<file path="src/rtl/tsm_pkg.sv">
// Shared types, codes and constants for the two-axis coordinated step mover.
package tsm_pkg;

  localparam int POS_BITS_DEF = 24;
  localparam int IN_W         = 24;
  localparam int LEN_W        = 23;
  localparam int APB_DW       = 32;
  localparam int APB_AW       = 3;

  localparam logic [LEN_W-1:0] LEN_RESET = {LEN_W{1'b1}};

  localparam logic REG_X_LEN = 1'b0;
  localparam logic REG_Y_LEN = 1'b1;

  typedef enum logic [1:0] {
    K_TICK = 2'd0,
    K_ABS  = 2'd1,
    K_REL  = 2'd2,
    K_HOME = 2'd3
  } kind_t;

  typedef enum logic [1:0] {
    ST_NONE     = 2'd0,
    ST_ACCEPTED = 2'd1,
    ST_RANGE    = 2'd2,
    ST_BUSY     = 2'd3
  } status_t;

  typedef struct packed {
    logic              step_x;
    logic              dir_x;
    logic              step_y;
    logic              dir_y;
    logic              busy_res;
    status_t           status;
    logic [IN_W-1:0]   x_now;
    logic [IN_W-1:0]   y_now;
  } res_t;

endpackage

</file>
<file path="src/rtl/tsm_if.sv">
// Request and result channel interfaces of the step mover.
interface tsm_in_if
  import tsm_pkg::*;
  ();
  logic                   valid;
  logic                   ready;
  kind_t                  kind;
  logic signed [IN_W-1:0] x_value;
  logic signed [IN_W-1:0] y_value;

  modport source (output valid, kind, x_value, y_value, input ready);
  modport sink   (input valid, kind, x_value, y_value, output ready);
endinterface

interface tsm_out_if
  import tsm_pkg::*;
  ();
  logic                   valid;
  logic                   ready;
  logic                   step_x;
  logic                   dir_x;
  logic                   step_y;
  logic                   dir_y;
  logic                   busy_res;
  status_t                status;
  logic signed [IN_W-1:0] x_now;
  logic signed [IN_W-1:0] y_now;

  modport source (output valid, step_x, dir_x, step_y, dir_y, busy_res, status,
                  x_now, y_now, input ready);
  modport sink   (input valid, step_x, dir_x, step_y, dir_y, busy_res, status,
                  x_now, y_now, output ready);
endinterface

</file>
<file path="src/rtl/tsm_cfg_regs.sv">
// APB register block holding the axis length limits.
module tsm_cfg_regs
  import tsm_pkg::*;
(
  input  logic              clk,
  input  logic              rst_n,
  input  logic              psel,
  input  logic              penable,
  input  logic              pwrite,
  input  logic [APB_AW-1:0] paddr,
  input  logic [APB_DW-1:0] pwdata,
  output logic [APB_DW-1:0] prdata,
  output logic              pready,
  output logic [LEN_W-1:0]  x_len,
  output logic [LEN_W-1:0]  y_len
);

  logic [LEN_W-1:0] x_len_r;
  logic [LEN_W-1:0] y_len_r;
  logic             wr_en;
  logic             reg_idx;

  assign pready  = 1'b1;
  assign reg_idx = paddr[2];
  assign wr_en   = psel && penable && pwrite && pready;

  always_ff @(posedge clk) begin
    if (!rst_n) begin
      x_len_r <= LEN_RESET;
      y_len_r <= LEN_RESET;
    end else if (wr_en) begin
      case (reg_idx)
        REG_X_LEN: x_len_r <= pwdata[LEN_W-1:0];
        REG_Y_LEN: y_len_r <= pwdata[LEN_W-1:0];
        default:   x_len_r <= x_len_r;
      endcase
    end
  end

  always_comb begin
    case (reg_idx)
      REG_X_LEN: prdata = APB_DW'(x_len_r);
      REG_Y_LEN: prdata = APB_DW'(y_len_r);
      default:   prdata = '0;
    endcase
  end

  assign x_len = x_len_r;
  assign y_len = y_len_r;

endmodule

</file>
<file path="src/rtl/tsm_core.sv">
// Request register, position and DDA state, and the per-request update logic.
module tsm_core
  import tsm_pkg::*;
#(
  parameter int POS_BITS = POS_BITS_DEF
)
(
  input  logic             clk,
  input  logic             rst_n,
  tsm_in_if.sink           in_ch,
  input  logic [LEN_W-1:0] x_len,
  input  logic [LEN_W-1:0] y_len,
  input  logic             res_ready,
  output logic             res_valid,
  output res_t             res
);

  localparam int P  = POS_BITS;
  localparam int EW = ((P > IN_W) ? P : IN_W) + 2;
  localparam int DW = P + 2;
  localparam longint PMAX_L = (longint'(1) <<< (P - 1)) - 1;
  localparam longint PMIN_L = -(longint'(1) <<< (P - 1));
  localparam logic signed [EW-1:0] PosMax = EW'(PMAX_L);
  localparam logic signed [EW-1:0] PosMin = EW'(PMIN_L);

  // request register
  logic                   req_valid_r;
  kind_t                  kind_r;
  logic [IN_W-1:0]        xv_r;
  logic [IN_W-1:0]        yv_r;
  logic                   adv;

  // move state
  logic [P-1:0]  x_pos_r,  x_pos_nxt;
  logic [P-1:0]  y_pos_r,  y_pos_nxt;
  logic [P-1:0]  x_span_r, x_span_nxt;
  logic [P-1:0]  y_span_r, y_span_nxt;
  logic          x_fwd_r,  x_fwd_nxt;
  logic          y_fwd_r,  y_fwd_nxt;
  logic [P-1:0]  n_r,      n_nxt;
  logic [P-1:0]  idx_r,    idx_nxt;
  logic [DW-1:0] x_err_r,  x_err_nxt;
  logic [DW-1:0] y_err_r,  y_err_nxt;
  logic          moving_r, moving_nxt;

  logic signed [EW-1:0] xv_e, yv_e, xp_e, yp_e, xl_e, yl_e;
  logic signed [EW-1:0] x_sum, y_sum, dx, dy, dxm, dym, xn_e, yn_e;
  logic                 abs_bad, rel_bad;
  logic [P-1:0]         sx_span, sy_span, s_n;
  logic [DW-1:0]        x_acc, y_acc, two_n;
  logic                 x_hit, y_hit;
  logic [P-1:0]         idx_inc;
  logic                 step_x, step_y;
  status_t              status;

  assign adv         = req_valid_r && res_ready;
  assign in_ch.ready = !req_valid_r || res_ready;

  always_ff @(posedge clk) begin
    if (!rst_n) begin
      req_valid_r <= 1'b0;
    end else if (in_ch.ready) begin
      req_valid_r <= in_ch.valid;
    end
  end

  always_ff @(posedge clk) begin
    if (in_ch.ready && in_ch.valid) begin
      kind_r <= in_ch.kind;
      xv_r   <= in_ch.x_value;
      yv_r   <= in_ch.y_value;
    end
  end

  // extended views for range checks
  assign xv_e = {{(EW-IN_W){xv_r[IN_W-1]}}, xv_r};
  assign yv_e = {{(EW-IN_W){yv_r[IN_W-1]}}, yv_r};
  assign xp_e = {{(EW-P){x_pos_r[P-1]}}, x_pos_r};
  assign yp_e = {{(EW-P){y_pos_r[P-1]}}, y_pos_r};
  assign xl_e = {{(EW-LEN_W){1'b0}}, x_len};
  assign yl_e = {{(EW-LEN_W){1'b0}}, y_len};

  assign abs_bad = xv_e[EW-1] || yv_e[EW-1] || (xv_e > xl_e) || (yv_e > yl_e) ||
                   (xv_e > PosMax) || (yv_e > PosMax);
  assign x_sum   = xp_e + xv_e;
  assign y_sum   = yp_e + yv_e;
  assign rel_bad = (x_sum < PosMin) || (x_sum > PosMax) ||
                   (y_sum < PosMin) || (y_sum > PosMax);

  // delta of a new move: target minus position, or the relative value itself
  assign dx  = (kind_r == K_ABS) ? (xv_e - xp_e) : xv_e;
  assign dy  = (kind_r == K_ABS) ? (yv_e - yp_e) : yv_e;
  assign dxm = dx[EW-1] ? -dx : dx;
  assign dym = dy[EW-1] ? -dy : dy;
  assign sx_span = dxm[P-1:0];
  assign sy_span = dym[P-1:0];
  assign s_n     = (sx_span > sy_span) ? sx_span : sy_span;

  // one DDA slot
  assign two_n   = {1'b0, n_r, 1'b0};
  assign x_acc   = x_err_r + {1'b0, x_span_r, 1'b0};
  assign y_acc   = y_err_r + {1'b0, y_span_r, 1'b0};
  assign x_hit   = x_acc >= two_n;
  assign y_hit   = y_acc >= two_n;
  assign idx_inc = idx_r + P'(1);

  always_comb begin
    x_pos_nxt  = x_pos_r;
    y_pos_nxt  = y_pos_r;
    x_span_nxt = x_span_r;
    y_span_nxt = y_span_r;
    x_fwd_nxt  = x_fwd_r;
    y_fwd_nxt  = y_fwd_r;
    n_nxt      = n_r;
    idx_nxt    = idx_r;
    x_err_nxt  = x_err_r;
    y_err_nxt  = y_err_r;
    moving_nxt = moving_r;
    step_x     = 1'b0;
    step_y     = 1'b0;
    status     = ST_NONE;
    case (kind_r)
      K_TICK: begin
        if (moving_r) begin
          step_x    = x_hit;
          step_y    = y_hit;
          x_err_nxt = x_hit ? (x_acc - two_n) : x_acc;
          y_err_nxt = y_hit ? (y_acc - two_n) : y_acc;
          if (x_hit) x_pos_nxt = x_fwd_r ? (x_pos_r + P'(1)) : (x_pos_r - P'(1));
          if (y_hit) y_pos_nxt = y_fwd_r ? (y_pos_r + P'(1)) : (y_pos_r - P'(1));
          idx_nxt    = idx_inc;
          moving_nxt = (idx_inc != n_r);
        end
      end
      K_ABS, K_REL: begin
        if (moving_r) begin
          status = ST_BUSY;
        end else if ((kind_r == K_ABS) ? abs_bad : rel_bad) begin
          status = ST_RANGE;
        end else begin
          status     = ST_ACCEPTED;
          x_span_nxt = sx_span;
          y_span_nxt = sy_span;
          x_fwd_nxt  = !dx[EW-1];
          y_fwd_nxt  = !dy[EW-1];
          n_nxt      = s_n;
          idx_nxt    = '0;
          x_err_nxt  = {2'b00, s_n};
          y_err_nxt  = {2'b00, s_n};
          moving_nxt = (s_n != '0);
        end
      end
      K_HOME: begin
        if (moving_r) begin
          status = ST_BUSY;
        end else begin
          status    = ST_ACCEPTED;
          x_pos_nxt = '0;
          y_pos_nxt = '0;
        end
      end
      default: status = ST_NONE;
    endcase
  end

  always_ff @(posedge clk) begin
    if (!rst_n) begin
      x_pos_r  <= '0;
      y_pos_r  <= '0;
      x_span_r <= '0;
      y_span_r <= '0;
      x_fwd_r  <= 1'b0;
      y_fwd_r  <= 1'b0;
      n_r      <= '0;
      idx_r    <= '0;
      x_err_r  <= '0;
      y_err_r  <= '0;
      moving_r <= 1'b0;
    end else if (adv) begin
      x_pos_r  <= x_pos_nxt;
      y_pos_r  <= y_pos_nxt;
      x_span_r <= x_span_nxt;
      y_span_r <= y_span_nxt;
      x_fwd_r  <= x_fwd_nxt;
      y_fwd_r  <= y_fwd_nxt;
      n_r      <= n_nxt;
      idx_r    <= idx_nxt;
      x_err_r  <= x_err_nxt;
      y_err_r  <= y_err_nxt;
      moving_r <= moving_nxt;
    end
  end

  assign xn_e = {{(EW-P){x_pos_nxt[P-1]}}, x_pos_nxt};
  assign yn_e = {{(EW-P){y_pos_nxt[P-1]}}, y_pos_nxt};

  assign res_valid    = req_valid_r;
  assign res.step_x   = step_x;
  assign res.dir_x    = x_fwd_nxt;
  assign res.step_y   = step_y;
  assign res.dir_y    = y_fwd_nxt;
  assign res.busy_res = moving_nxt;
  assign res.status   = status;
  assign res.x_now    = xn_e[IN_W-1:0];
  assign res.y_now    = yn_e[IN_W-1:0];

endmodule

</file>
<file path="src/rtl/tsm_out_queue.sv">
// Two-entry result queue: a two-slot circular buffer with read and write pointers.
module tsm_out_queue
  import tsm_pkg::*;
(
  input  logic     clk,
  input  logic     rst_n,
  input  logic     push_valid,
  input  res_t     push_data,
  output logic     push_ready,
  tsm_out_if.source out_ch
);

  res_t       ent_r [2];
  logic       wr_ptr_r;
  logic       rd_ptr_r;
  logic [1:0] cnt_r;
  logic       push, pop;
  res_t       head;

  assign pop        = out_ch.valid && out_ch.ready;
  assign push_ready = (cnt_r != 2'd2) || out_ch.ready;
  assign push       = push_valid && push_ready;

  always_ff @(posedge clk) begin
    if (push) ent_r[wr_ptr_r] <= push_data;
  end

  always_ff @(posedge clk) begin
    if (!rst_n) begin
      wr_ptr_r <= 1'b0;
      rd_ptr_r <= 1'b0;
      cnt_r    <= 2'd0;
    end else begin
      if (push) wr_ptr_r <= !wr_ptr_r;
      if (pop)  rd_ptr_r <= !rd_ptr_r;
      cnt_r <= cnt_r + {1'b0, push} - {1'b0, pop};
    end
  end

  assign head            = ent_r[rd_ptr_r];
  assign out_ch.valid    = (cnt_r != 2'd0);
  assign out_ch.step_x   = head.step_x;
  assign out_ch.dir_x    = head.dir_x;
  assign out_ch.step_y   = head.step_y;
  assign out_ch.dir_y    = head.dir_y;
  assign out_ch.busy_res = head.busy_res;
  assign out_ch.status   = head.status;
  assign out_ch.x_now    = head.x_now;
  assign out_ch.y_now    = head.y_now;

endmodule

</file>
<file path="src/rtl/two_axis_coordinated_step_mover.sv">
// Top level of the two-axis coordinated step mover.
// Two-axis stepper move generator. Each request (tick, absolute move, relative
// move or set home) gives one result. A move of N = max(|dx|,|dy|) slots runs
// as an integer DDA, one slot per tick, so each axis steps at most once per
// tick and lands exactly on its target after the last slot. A request is held
// in the request register, where the DDA update and the move setup
// are done, and its result goes into a two-entry output queue; one request is
// taken every cycle while the queue has room or the result side is taking.
// Commands sent during a move are rejected busy; absolute targets outside
// 0..axis length and relative moves past the position range are rejected.
// The axis length limits are set over the APB port at byte addresses 0 and 4.
module two_axis_coordinated_step_mover
  import tsm_pkg::*;
#(
  parameter int POS_BITS = POS_BITS_DEF
)
(
  input  logic              clk,
  input  logic              rst_n,
  tsm_in_if.sink            in_ch,
  tsm_out_if.source         out_ch,
  input  logic              psel,
  input  logic              penable,
  input  logic              pwrite,
  input  logic [APB_AW-1:0] paddr,
  input  logic [APB_DW-1:0] pwdata,
  output logic [APB_DW-1:0] prdata,
  output logic              pready
);

  logic [LEN_W-1:0] x_len;
  logic [LEN_W-1:0] y_len;
  logic             res_valid;
  logic             res_ready;
  res_t             res;

  tsm_cfg_regs u_cfg (
    .clk     (clk),
    .rst_n   (rst_n),
    .psel    (psel),
    .penable (penable),
    .pwrite  (pwrite),
    .paddr   (paddr),
    .pwdata  (pwdata),
    .prdata  (prdata),
    .pready  (pready),
    .x_len   (x_len),
    .y_len   (y_len)
  );

  tsm_core #(.POS_BITS(POS_BITS)) u_core (
    .clk       (clk),
    .rst_n     (rst_n),
    .in_ch     (in_ch),
    .x_len     (x_len),
    .y_len     (y_len),
    .res_ready (res_ready),
    .res_valid (res_valid),
    .res       (res)
  );

  tsm_out_queue u_queue (
    .clk        (clk),
    .rst_n      (rst_n),
    .push_valid (res_valid),
    .push_data  (res),
    .push_ready (res_ready),
    .out_ch     (out_ch)
  );

endmodule

</file>
<file path="src/flat_wrapper.sv">
// flat-port wrapper written by rule: the top's interface ports become plain ports
module two_axis_coordinated_step_mover_flat import tsm_pkg::*;
#(
  parameter int POS_BITS = POS_BITS_DEF
)
  (clk, rst_n, psel, penable, pwrite, paddr, pwdata, prdata, pready, in_ch_valid, in_ch_kind, in_ch_x_value, in_ch_y_value, in_ch_ready, out_ch_valid, out_ch_step_x, out_ch_dir_x, out_ch_step_y, out_ch_dir_y, out_ch_busy_res, out_ch_status, out_ch_x_now, out_ch_y_now, out_ch_ready);
  tsm_in_if in_ch_i ();
  tsm_out_if out_ch_i ();
  input  logic clk;
  input  logic rst_n;
  input  logic psel;
  input  logic penable;
  input  logic pwrite;
  input  logic [APB_AW-1:0] paddr;
  input  logic [APB_DW-1:0] pwdata;
  output logic [APB_DW-1:0] prdata;
  output logic pready;
  input wire logic [$bits(in_ch_i.valid)-1:0] in_ch_valid;
  input wire logic [$bits(in_ch_i.kind)-1:0] in_ch_kind;
  input wire logic [$bits(in_ch_i.x_value)-1:0] in_ch_x_value;
  input wire logic [$bits(in_ch_i.y_value)-1:0] in_ch_y_value;
  output wire logic [$bits(in_ch_i.ready)-1:0] in_ch_ready;
  output wire logic [$bits(out_ch_i.valid)-1:0] out_ch_valid;
  output wire logic [$bits(out_ch_i.step_x)-1:0] out_ch_step_x;
  output wire logic [$bits(out_ch_i.dir_x)-1:0] out_ch_dir_x;
  output wire logic [$bits(out_ch_i.step_y)-1:0] out_ch_step_y;
  output wire logic [$bits(out_ch_i.dir_y)-1:0] out_ch_dir_y;
  output wire logic [$bits(out_ch_i.busy_res)-1:0] out_ch_busy_res;
  output wire logic [$bits(out_ch_i.status)-1:0] out_ch_status;
  output wire logic [$bits(out_ch_i.x_now)-1:0] out_ch_x_now;
  output wire logic [$bits(out_ch_i.y_now)-1:0] out_ch_y_now;
  input wire logic [$bits(out_ch_i.ready)-1:0] out_ch_ready;
  assign in_ch_i.valid = in_ch_valid;
  assign in_ch_i.kind = in_ch_kind;
  assign in_ch_i.x_value = in_ch_x_value;
  assign in_ch_i.y_value = in_ch_y_value;
  assign in_ch_ready = in_ch_i.ready;
  assign out_ch_valid = out_ch_i.valid;
  assign out_ch_step_x = out_ch_i.step_x;
  assign out_ch_dir_x = out_ch_i.dir_x;
  assign out_ch_step_y = out_ch_i.step_y;
  assign out_ch_dir_y = out_ch_i.dir_y;
  assign out_ch_busy_res = out_ch_i.busy_res;
  assign out_ch_status = out_ch_i.status;
  assign out_ch_x_now = out_ch_i.x_now;
  assign out_ch_y_now = out_ch_i.y_now;
  assign out_ch_i.ready = out_ch_ready;
  two_axis_coordinated_step_mover #(.POS_BITS(POS_BITS)) u_core (.clk(clk), .rst_n(rst_n), .in_ch(in_ch_i), .out_ch(out_ch_i), .psel(psel), .penable(penable), .pwrite(pwrite), .paddr(paddr), .pwdata(pwdata), .prdata(prdata), .pready(pready));
endmodule
</file>
<file path="config.mk">
export PLATFORM = sky130hd
export DESIGN_NAME = two_axis_coordinated_step_mover_flat
export DESIGN_NICKNAME = d
export VERILOG_FILES = /design/src/rtl/tsm_pkg.sv /design/src/rtl/tsm_if.sv /design/src/rtl/tsm_cfg_regs.sv /design/src/rtl/tsm_core.sv /design/src/rtl/tsm_out_queue.sv /design/src/rtl/two_axis_coordinated_step_mover.sv /design/src/flat_wrapper.sv
export SDC_FILE = /design/constraint.sdc
export NUM_CORES = 1
export LEC_CHECK = 0
export ABC_AREA = 1
export BUFFER_PORTS_ARGS = -buffer_cell sky130_fd_sc_hd__buf_2
export CORE_UTILIZATION = 30
export DETAILED_ROUTE_END_ITERATION = 12
export PLACE_DENSITY_LB_ADDON = 0.05
export SYNTH_ARGS = -nofsm -noshare
export SYNTH_HDL_FRONTEND = slang
export SYNTH_SLANG_ARGS = --single-unit
</file>
<file path="constraint.sdc">
create_clock -name clk -period 4.4 [get_ports clk]
set_input_delay 0.44 -clock clk [delete_from_list [all_inputs] [get_ports clk]]
set_output_delay 0.44 -clock clk [all_outputs]
set_load 0.01 [all_outputs]
</file>
# Word-level counts from Yosys, hierarchy flattened
# Memory sizes are Yosys's and may differ from the RTL's. A register that Yosys moved wholly into a read port is not among the register bits.
# Index checks and enable logic that the tools add are counted.
# word_totals
ff_bits	300
mem_bits_rw	110
in_bits	92
output_inout_bits	90
wordCells	140
mem_count	1
# mem_list
name	words	word_bits	read_ports	rd_clocked_by_memory_dff	write_ports	line_no	rtl
u_core.u_queue.ent_r	2	55	1	1	1	tsm_out_queue.sv:13	res_t ent_r [2];
# classes
addsub	17
magnitude_cmp	11
eq_ne	8
mux	51
bitwise_logic	3
n_reduce_logical	29
# op_table
operator	n
two-way mux 24 bit	14
two-way mux 26 bit	8
case mux 24 bit (2 select lines)	3
case mux 26 bit (2 select lines)	2
adder 24 x 1 -> 24 bit (second input constant)	3
greater-than comparator 24 bit	3
case mux 32 bit (2 select lines)	1
adder 26 x 25 -> 26 bit	2
>= comparator 26 x 25 -> 1 bit	2
subtractor 26 x 25 -> 26 bit	2
adder 24 x 24 -> 25 bit	2
greater-than comparator 25 x 24 -> 1 bit (second input constant)	2
< comparator 25 x 24 -> 1 bit (second input constant)	2
subtractor 24 x 24 -> 25 bit	2
greater-than comparator 24 bit (second input constant)	2
negator 24 bit	2
subtractor 24 x 1 -> 24 bit (second input constant)	2
inequality test 24 bit	1
nonzero test 24 bit	1
two-way mux 1 bit	18
logical OR 1 bit	10
inequality test 2 bit (second input constant)	4
two-way mux 2 bit	3
logical AND 1 bit	5
other kinds (14)	23

# Logic depth before layout (Yosys ltp)
# Gate-level depths: netlist of the first run.
# depth
word_depth	10
mapped_depth	40
ltp_nobuf	40

# Cells and area by module
# A second synthesis of the first run with hierarchy kept.
# unflattened
cells_unflattened	4815
area_unflattened_um2	33881.2
# modules_own_cells
module	n_inst	cells_per_inst	area_each_um2
tsm_core	1	4314	27333.7
tsm_out_queue	1	207	4464.3
tsm_cfg_regs	1	294	2083.2

# Least setup slack after synthesis of the first run
# No wires, ideal clock.
# synth_path
kind	flip-flop to flip-flop
from	register u_core.u_core.yv_r[0]
to	memory u_core.u_queue.ent_r[0][50] in the netlist's numbering (data pin)
setup_time_ns	0.261
arrival_time_ns	4.606
t_required_ns	4.139
slack_ns	-0.467
stages_incl_launch_ff	36
n_path_buf	1
cell_sequence	edfxtp_1 -> inv_1 -> ha_1 -> inv_1 -> fa_1 -> nand3_1 -> nand3_1 -> nand2_1 -> nand2_1 -> nand2_1 -> nand3_1 -> nand2_1 -> nand2_1 -> nor2_2 -> nand3_1 -> nor2_1 -> nand3_1 -> nand2_1 -> nand2_1 -> nand2_1 -> inv_1 -> ha_1 -> nand4_1 -> nor3_2 -> o21ai_0 -> a31oi_2 -> clkinv_1 -> buf_2 -> o211ai_1 -> nand2_1 -> nor2_1 -> nand2_1 -> nor2_1 -> nand3_1 -> o21bai_2 -> nand2_1
# synth_rtl
item	line_no	rtl
from (decl)	tsm_core.sv:30	logic [IN_W-1:0] yv_r;
from (signal assigned)	tsm_core.sv:71	yv_r <= in_ch.y_value;
to (decl)	tsm_out_queue.sv:13	

==> results.md, run 1 <==
- Syn_area_per_cell: 7.14 um^2
- Port bufs: 160
- Yosys cell types: 70
- Largest net degree at the start of global routing: 64
- Failing checks: setup timing
- Post-synth EDFFs: 160
- Outcome: finished, violations left
- Global-route wire length before repair: 209 mm
- Initial Util: 0.303
- CTS clk-pin slew, worst paths: 0.06 ns
- RSZ-0062 raised after global routing: true
- Max incr delay on CP: 0.46 ns
- Post-synthesis cell count: 4,617
- Metal2 WL: 61.0 mm
- Syn. warnings: 0
- Critical Path RT: 4.79 ns
- Sw Pwr: 9710 uW
- Syn Std Cell Area: 33,000 um^2
- Die height: 334 um
- Post-route ant nets: 0
- Drt via density: 4.84
- Clock latency at the later pin of the worst-skew pair: 0.64 ns
- Pint: 13,000 uW
- Initial antenna violation count: 12
- CTS Buf Count: 52
- Met3 WL: 6.21 mm
- Pwr Density: 464 nW/um^2
- Slew @ Worst Pin: 1.02 ns
- Drt pass-1 iters: 5
- Logic gate share of total power: 0.607
- CP endpoint kind: register
- Final hold vios: 0
- Simple-gate area share of the yosys netlist: 0.242
- Number of top-level pins: 182
- Max_slew headroom: 0.323
- Final Util: 0.449
- Setup WS post-layout: -0.814 ns
- Routed wire length: 140 mm
- Total Negative Setup Slacks: -49.33 ns
- CTS sink cnt: 410
- Drt initial violations: 2,146
- H-tree levels: 2
- Hold crit path type: in -> reg
- Crit path arrival time: 5.60 ns
- Mux contribution to synthesized area: 0.0188
- # setup viols final: 192
- Die area: 111,000 um^2
- Die X-Extent: 334 um
- RePlAce Congestion: 0.913
- Synth Flop Type: dfxtp_1
- Largest family of logic cells by synthesized area: simple AND/OR/NAND/NOR gates
- Dpl cells: 6,965
- Min Clock Period, post-route: 5.21 ns
- Slowest CP cell: edfxtp_1
- Sequential share of the synthesized area: 0.298
- Period utilization: 1.19
- Synth Area in Compound Gates: 0.177
- Dpl hpwl: 112 mm
- GRT Residual Overflow: 0
- Critical Path Fanout Max: 5
- Switching share of power: 0.428
- Root Buffer: clkbuf_16
- #FFs+latches synth: 410
- Startpoint class of the critical path: register
- Routed WL per cell: 19.3 um
- Max Freq: 0.192 GHz
- Number of global-route vias before repair: 34,224
- Most common cell after layout, fill and taps aside: buf_4
- DR DRC count: 0
- Crit path top cell by count: nand3_1
- Vias post-DR: 35,030
- Async SR Flop Fraction: 0
- Rows: 121
- Final setup skew: 0.0195 ns
- CTS tree: built
- Layout cells sized above 1: 0.348
- Peak VDD IR: 0.299 mV
- Top sig layer: met4
- Sequential share of power: 0.197
- Setup CP Type: reg -> reg
- Area share of fa/ha/maj cells after synthesis: 0.125
- Met1 wire length: 69.2 mm
- Final non-filler cell total: 7,240
- Core ar.: 109,000 um^2
- Slew Limit Fails: 0
- Worst-case clock buffer depth: 3
- Nets: 6,199
- Synth Area in XOR/XNOR: 0.0463
- Gr usage total: 0.247
- Commonest cells after routing, fill and taps aside: buf_4 (922), nand2_1 (903), inv_1 (570)
- Clock share of power: 0.196
- Synth-to-Final Area Change: 48.3%
- # fillers: 11,202
- Leakage: 0.0237 uW
- Maxcap violations: 0
routing by layer:
layer / vias to the layer above / global-route usage
li1: 17868 / -
met3: 134 / 0.0338
met2: 677 / 0.391
met1: 16351 / 0.353
met5: - / 0
met4: 0 / 0.0571
critical path, delay by kind of cell (launching register included):
family                   cells  cell delay, ns
buffers and inverters        4            0.51
adder cells (fa/ha/maj)      2            0.73
flip-flops                   1            0.46
AO/OA/AOI/OAI                3            0.57
AND/OR/NAND/NOR             22            2.69
flip-flops by register name, indices dropped and copies added (netlist names), 24 cells and up, named ones only:
signal	count
u_core.u_core.x_span_r	24
u_core.u_core.x_err_r	26
u_core.u_core.y_err_r	25
u_core.u_core.xv_r	24
u_core.u_core.x_pos_r	24
u_core.u_core.y_span_r	24
u_core.u_core.idx_r	24
u_core.u_queue.ent_r	110
u_core.u_core.yv_r	24
u_core.u_core.y_pos_r	24
u_core.u_core.n_r	24
area by class of cell:
class | instances | area (um^2) | share of cell area
clock buffer | 67 | 1410 | 0.0288
clock inverter | 29 | 323 | 0.00660
inverter | 618 | 2420 | 0.0494
timing repair inverter | 1 | 16.3 | 0.000333
sequential | 410 | 9820 | 0.201
tap | 1414 | 1770 | 0.0362
antenna | 1 | 2.50 | 0.0000512
timing repair buffer | 1255 | 9810 | 0.201
multi-input combinational | 3445 | 23300 | 0.477
worst paths after layout:
| check | startpoint | endpoint | slack, ns | cells past startpoint |
|---|---|---|---|---|
| max | u_core.u_core.xv_r[13] | u_core.u_queue.ent_r[1][50] | -0.81 | 31 |
| max reg2reg | u_core.u_core.xv_r[13] | u_core.u_queue.ent_r[1][50] | -0.81 | 31 |
| min | pwdata[13] | u_core.u_cfg.y_len[13] | 0.04 | 3 |
| min reg2reg | u_core.u_queue.rd_ptr_r | register | 0.45 | 1 |
synth_stat cells (8+ instances only):
library cell,count,area share
nand2_1,1041,0.12
inv_1,598,0.068
a21oi_1,430,0.065
o21ai_0,325,0.049
ha_1,314,0.12
nand3_1,289,0.044
nor2_1,255,0.029
dfxtp_1,250,0.15
edfxtp_1,160,0.15
xor2_1,114,0.030
clkbuf_1,81,0.0092
nand4_1,64,0.012
mux2_2,55,0.019
o211ai_1,53,0.012
xnor2_1,53,0.014
nor3_1,47,0.0071
o21ai_1,46,0.0070
or2_2,39,0.0074
buf_2,38,0.0058
nand2_2,35,0.0066
o22ai_1,33,0.0063
a31oi_1,32,0.0061
a21o_1,22,0.0050
buf_4,21,0.0048
nor2_2,20,0.0038
inv_2,17,0.0019
nor4_1,16,0.0030
a211oi_1,13,0.0030
o21a_1,13,0.0030
o31ai_1,12,0.0027
fa_1,10,0.0061
o21bai_1,10,0.0023
o221ai_1,10,0.0027
nand3_2,9,0.0027
a221oi_1,8,0.0021
cells by family (layout without fill, tap and decap cells):
kind of cell,after synthesis,after routing
buffers and inverters,770,1970
other,2,11
multiplexers,55,55
AND/OR/NAND/NOR,1843,1843
adder cells (fa/ha/maj),324,324
XOR/XNOR,171,171
flip-flops,410,410
AO/OA/AOI/OAI,1042,1042
through the flow:
| stage | instance area [um^2] | hold slack (ns) | setup WS, ns | total power (uW) |
|---|---|---|---|---|
| after floorplan | 33000 | 0.426 | -0.247 | 10500 |
| after global placement | 42000 | 0.436 | -0.909 | 15800 |
| after detailed placement | 42000 | 0.445 | -0.990 | 15800 |
| after CTS | 47500 | 0.00288 | -0.755 | 22000 |
| after global routing | 48900 | 0.00703 | -1.12 | 24200 |
| final | 48900 | 0.0421 | -0.814 | 22700 |
power groups by stage:
stage | Combinational, uW | Clock [uW] | Sequential (uW)
5_1_grt | 15000 | 4700 | 4500
2_1_floorplan | 5990 | 0 | 4500
3_5_place_dp | 11200 | 0 | 4540
3_3_place_gp | 11300 | 0 | 4540
4_1_cts | 12900 | 4580 | 4470
6_report | 13800 | 4430 | 4470
what timing repair did:
action / in CTS / in global routing
pin swaps: 150 / 177
hold buffers: 56 / 0
gates cloned: 3 / 1
buffers inserted: 114 / 38
endpoints found under the setup margin: 226 / 265
gates resized for setup: 659 / 283
endpoints found under the hold margin: 62 / 0
Note: power is estimated with default switching activity, not from simulation.
==> run 2, diff against run 1 <==
--- a/config.mk
+++ b/config.mk
@@ -7,8 +7,10 @@
 export LEC_CHECK = 0
 export ABC_AREA = 1
 export BUFFER_PORTS_ARGS = -buffer_cell sky130_fd_sc_hd__buf_2
+export CORE_ASPECT_RATIO = 1.25
 export CORE_UTILIZATION = 30
 export DETAILED_ROUTE_END_ITERATION = 12
+export GPL_ROUTABILITY_DRIVEN = 0
 export PLACE_DENSITY_LB_ADDON = 0.05
 export SYNTH_ARGS = -nofsm -noshare
 export SYNTH_HDL_FRONTEND = slang
==> results.md, run 2 (synthesis results as in run 1) <==
- Total chip power: 23,700 uW (+4.5%)
- Min Hold Slack: 0.0538 ns (+0.0116 ns)
- Core ar.: 109,000 um^2 (-0.22%)
- Final setup skew: 0.0356 ns (+0.0161 ns)
- Nets: 6,276 (+1.2%)
- Largest net degree at the start of global routing: 75 (+17%)
- Routed WL per cell: 19.5 um (+0.94%)
- Port bufs: 160 (unchanged)
- Max_slew headroom: 0.225 (-0.0982)
- Setup WS post-layout: -0.771 ns (+0.0432 ns)
- Most common cell after layout, fill and taps aside: buf_4
- Max FFs per register: 110 (unchanged)
- Peak VDD IR: 0.310 mV (+3.5%)
- Crit path arrival time: 5.55 ns (-0.05 ns)
- CP endpoint kind: register
- Vias post-DR: 35,491 (+1.3%)
- Period utilization: 1.18 (-0.00981)
- Dpl hpwl: 114 mm (+2.0%)
- Worst Hold Depth: 3 (unchanged)
- RSZ-0062 raised after global routing: true
- Critical path buffers and inverters: 17 (+13)
- Worst r2r src: u_core.u_core.xv_r[0]
- Pwr Density: 474 nW/um^2 (+2.1%)
- Worst-case clock buffer depth: 3 (unchanged)
- Layout cells sized above 1: 0.362 (+0.0140)
- Clock latency at the later pin of the worst-skew pair: 0.65 ns (about the same)
- Post-route ant nets: 0 (unchanged)
- H-tree levels: 2 (unchanged)
- # fillers: 11,075 (-1.1%)
- Gr usage total: 0.250 (+0.00304)
- Startpoint class of the critical path: register
- Setup CP Type: reg -> reg
- # setup viols final: 220 (+15%)
- Critical Path Fanout Max: 3 (-2)
- Die height: 373 um (+12%)
- Drt via density: 4.83 (about the same)
- Hold_sp: pwdata[6]
- Slowest CP cell: fa_2
- Area post-placement: 42,500 um^2 (+1.1%)
- Die area: 111,000 um^2 (about the same)
- Top Registers: u_core.u_queue.ent_r: 110 flops, u_core.u_core.x_err_r: 26 flops, u_core.u_core.y_err_r: 25 flops
- Register name with the most flops: u_core.u_queue.ent_r
- Final Util: 0.460 (+0.0114)
- CTS sink cnt: 410 (unchanged)
- Max incr delay on CP: 0.43 ns (-0.03 ns)
- Failing checks: setup timing
- Max Freq: 0.193 GHz (+0.83%)
- Hold crit path type: in -> reg
- Drt initial violations: 1,681 (-22%)
- Number of global-route vias before repair: 35,800 (+4.6%)
- Critical Path RT: 4.78 ns (about the same)
- Drt pass-1 iters: 6 (+1)
- FF-to-FF End: u_core.u_queue.ent_r[1][50]
- Routed wire length: 143 mm (+2.4%)
- DR DRC count: 0 (unchanged)
- Commonest cells after routing, fill and taps aside: buf_4 (976), nand2_1 (895), inv_1 (569)
- Initial Util: 0.304 (+0.000677)
- Slew @ Worst Pin: 1.16 ns (+0.146 ns)
- Final hold vios: 0 (unchanged)
- CP top delay family: buffers and inverters
- Number of top-level pins: 182 (unchanged)
- CTS Buf Count: 51 (-1.9%)
- Outcome: finished, violations left
- CTS clk-pin slew, worst paths: 0.06 ns (about the same)
- Post-Layout Inst Area: 50,000 um^2 (+2.3%)
- Die X-Extent: 299 um (-10%)
- Hold Path End: u_core.u_cfg.x_len[6]
- Synth-to-Final Area Change: 51.7%
- Initial antenna violation count: 2 (-10)
- Leakage: 0.0241 uW (+1.8%)
- Maxcap violations: 0 (unchanged)
- Rows: 135 (+12%)
- CTS tree: built
- GRT Residual Overflow: 0 (unchanged)
- Root Buffer: clkbuf_16
- Critical path depth: 38 (+23%)
- Reg2Reg Setup Slack: -0.77 ns (+0.04 ns)
- Crit path top cell by count: buf_4
- Global-route wire length before repair: 213 mm (+2.0%)
- Cells on worst reg2reg path: 38 (+23%)
- Slew Limit Fails: 0 (unchanged)
- Min Clock Period, post-route: 5.17 ns (-0.0432 ns)
[run 2: cell type report]
cell class,instances,area [um^2],area share
inverters,618,2440,0.0488
multi-input cells,3445,23600,0.473
repair inverters,4,32.5,0.000650
clock inverters,27,318,0.00635
diodes,1,2.50,0.0000500
flip-flops and latches,410,9830,0.197
repair buffers,1330,10500,0.210
well taps,1438,1800,0.0360
clock buffers,69,1460,0.0291
[run 2: repair_timing]
| action | 4_1_cts | 5_1_grt |
|---|---|---|
| setup buffers | 110 | 64 |
| pin swaps | 145 | 208 |
| hold buffers | 64 | 0 |
| gates resized for setup | 616 | 409 |
| hold endpoints to repair | 77 | 0 |
| endpoints found under the setup margin | 226 | 228 |
| cloned | 4 | 1 |
[run 2: worst max path at each step]
stage                                from                          end
global route        u_core.u_core.xv_r[0]  u_core.u_queue.ent_r[1][50]
detailed placement  u_core.u_core.yv_r[0]    u_core.u_core.y_err_r[21]
CTS                 u_core.u_core.xv_r[0]  u_core.u_queue.ent_r[1][50]
global placement    u_core.u_core.yv_r[0]    u_core.u_core.y_err_r[21]
floorplan           u_core.u_core.yv_r[0]  u_core.u_queue.ent_r[0][50]
finish              u_core.u_core.xv_r[0]  u_core.u_queue.ent_r[1][50]
[run 2: per-layer routing]
metal | GRT usage | wire length, um | up-vias
met5 | 0 | 13 | -
met4 | 0.0913 | 5280 | 2
met3 | 0.0211 | 3800 | 196
met2 | 0.458 | 72500 | 612
met1 | 0.301 | 61300 | 16664
li1 | - | - | 18017
[run 2: power by group]
part	total [uW]	leakage, uW	internal (uW)	switching, uW
combinational	14700	0.0197	6610	8100
clock	4520	0.000856	2680	1840
sequential	4470	0.00357	4290	181
[run 2: through the flow]
step	TNS [ns]	setup WS, ns	cells
detailed placement	-179.64	-1.29	7046
finish	-68.44	-0.771	7342
global route	-118.81	-1.10	7341
CTS	-47.97	-0.642	7318
floorplan	-0.680	-0.247	4625
global placement	-166.22	-1.19	7046
[run 2: worst min-delay path: stages]
cell and delay, ns:
buf_2 0.11, a21oi_1 0.06, o21ai_0 0.06
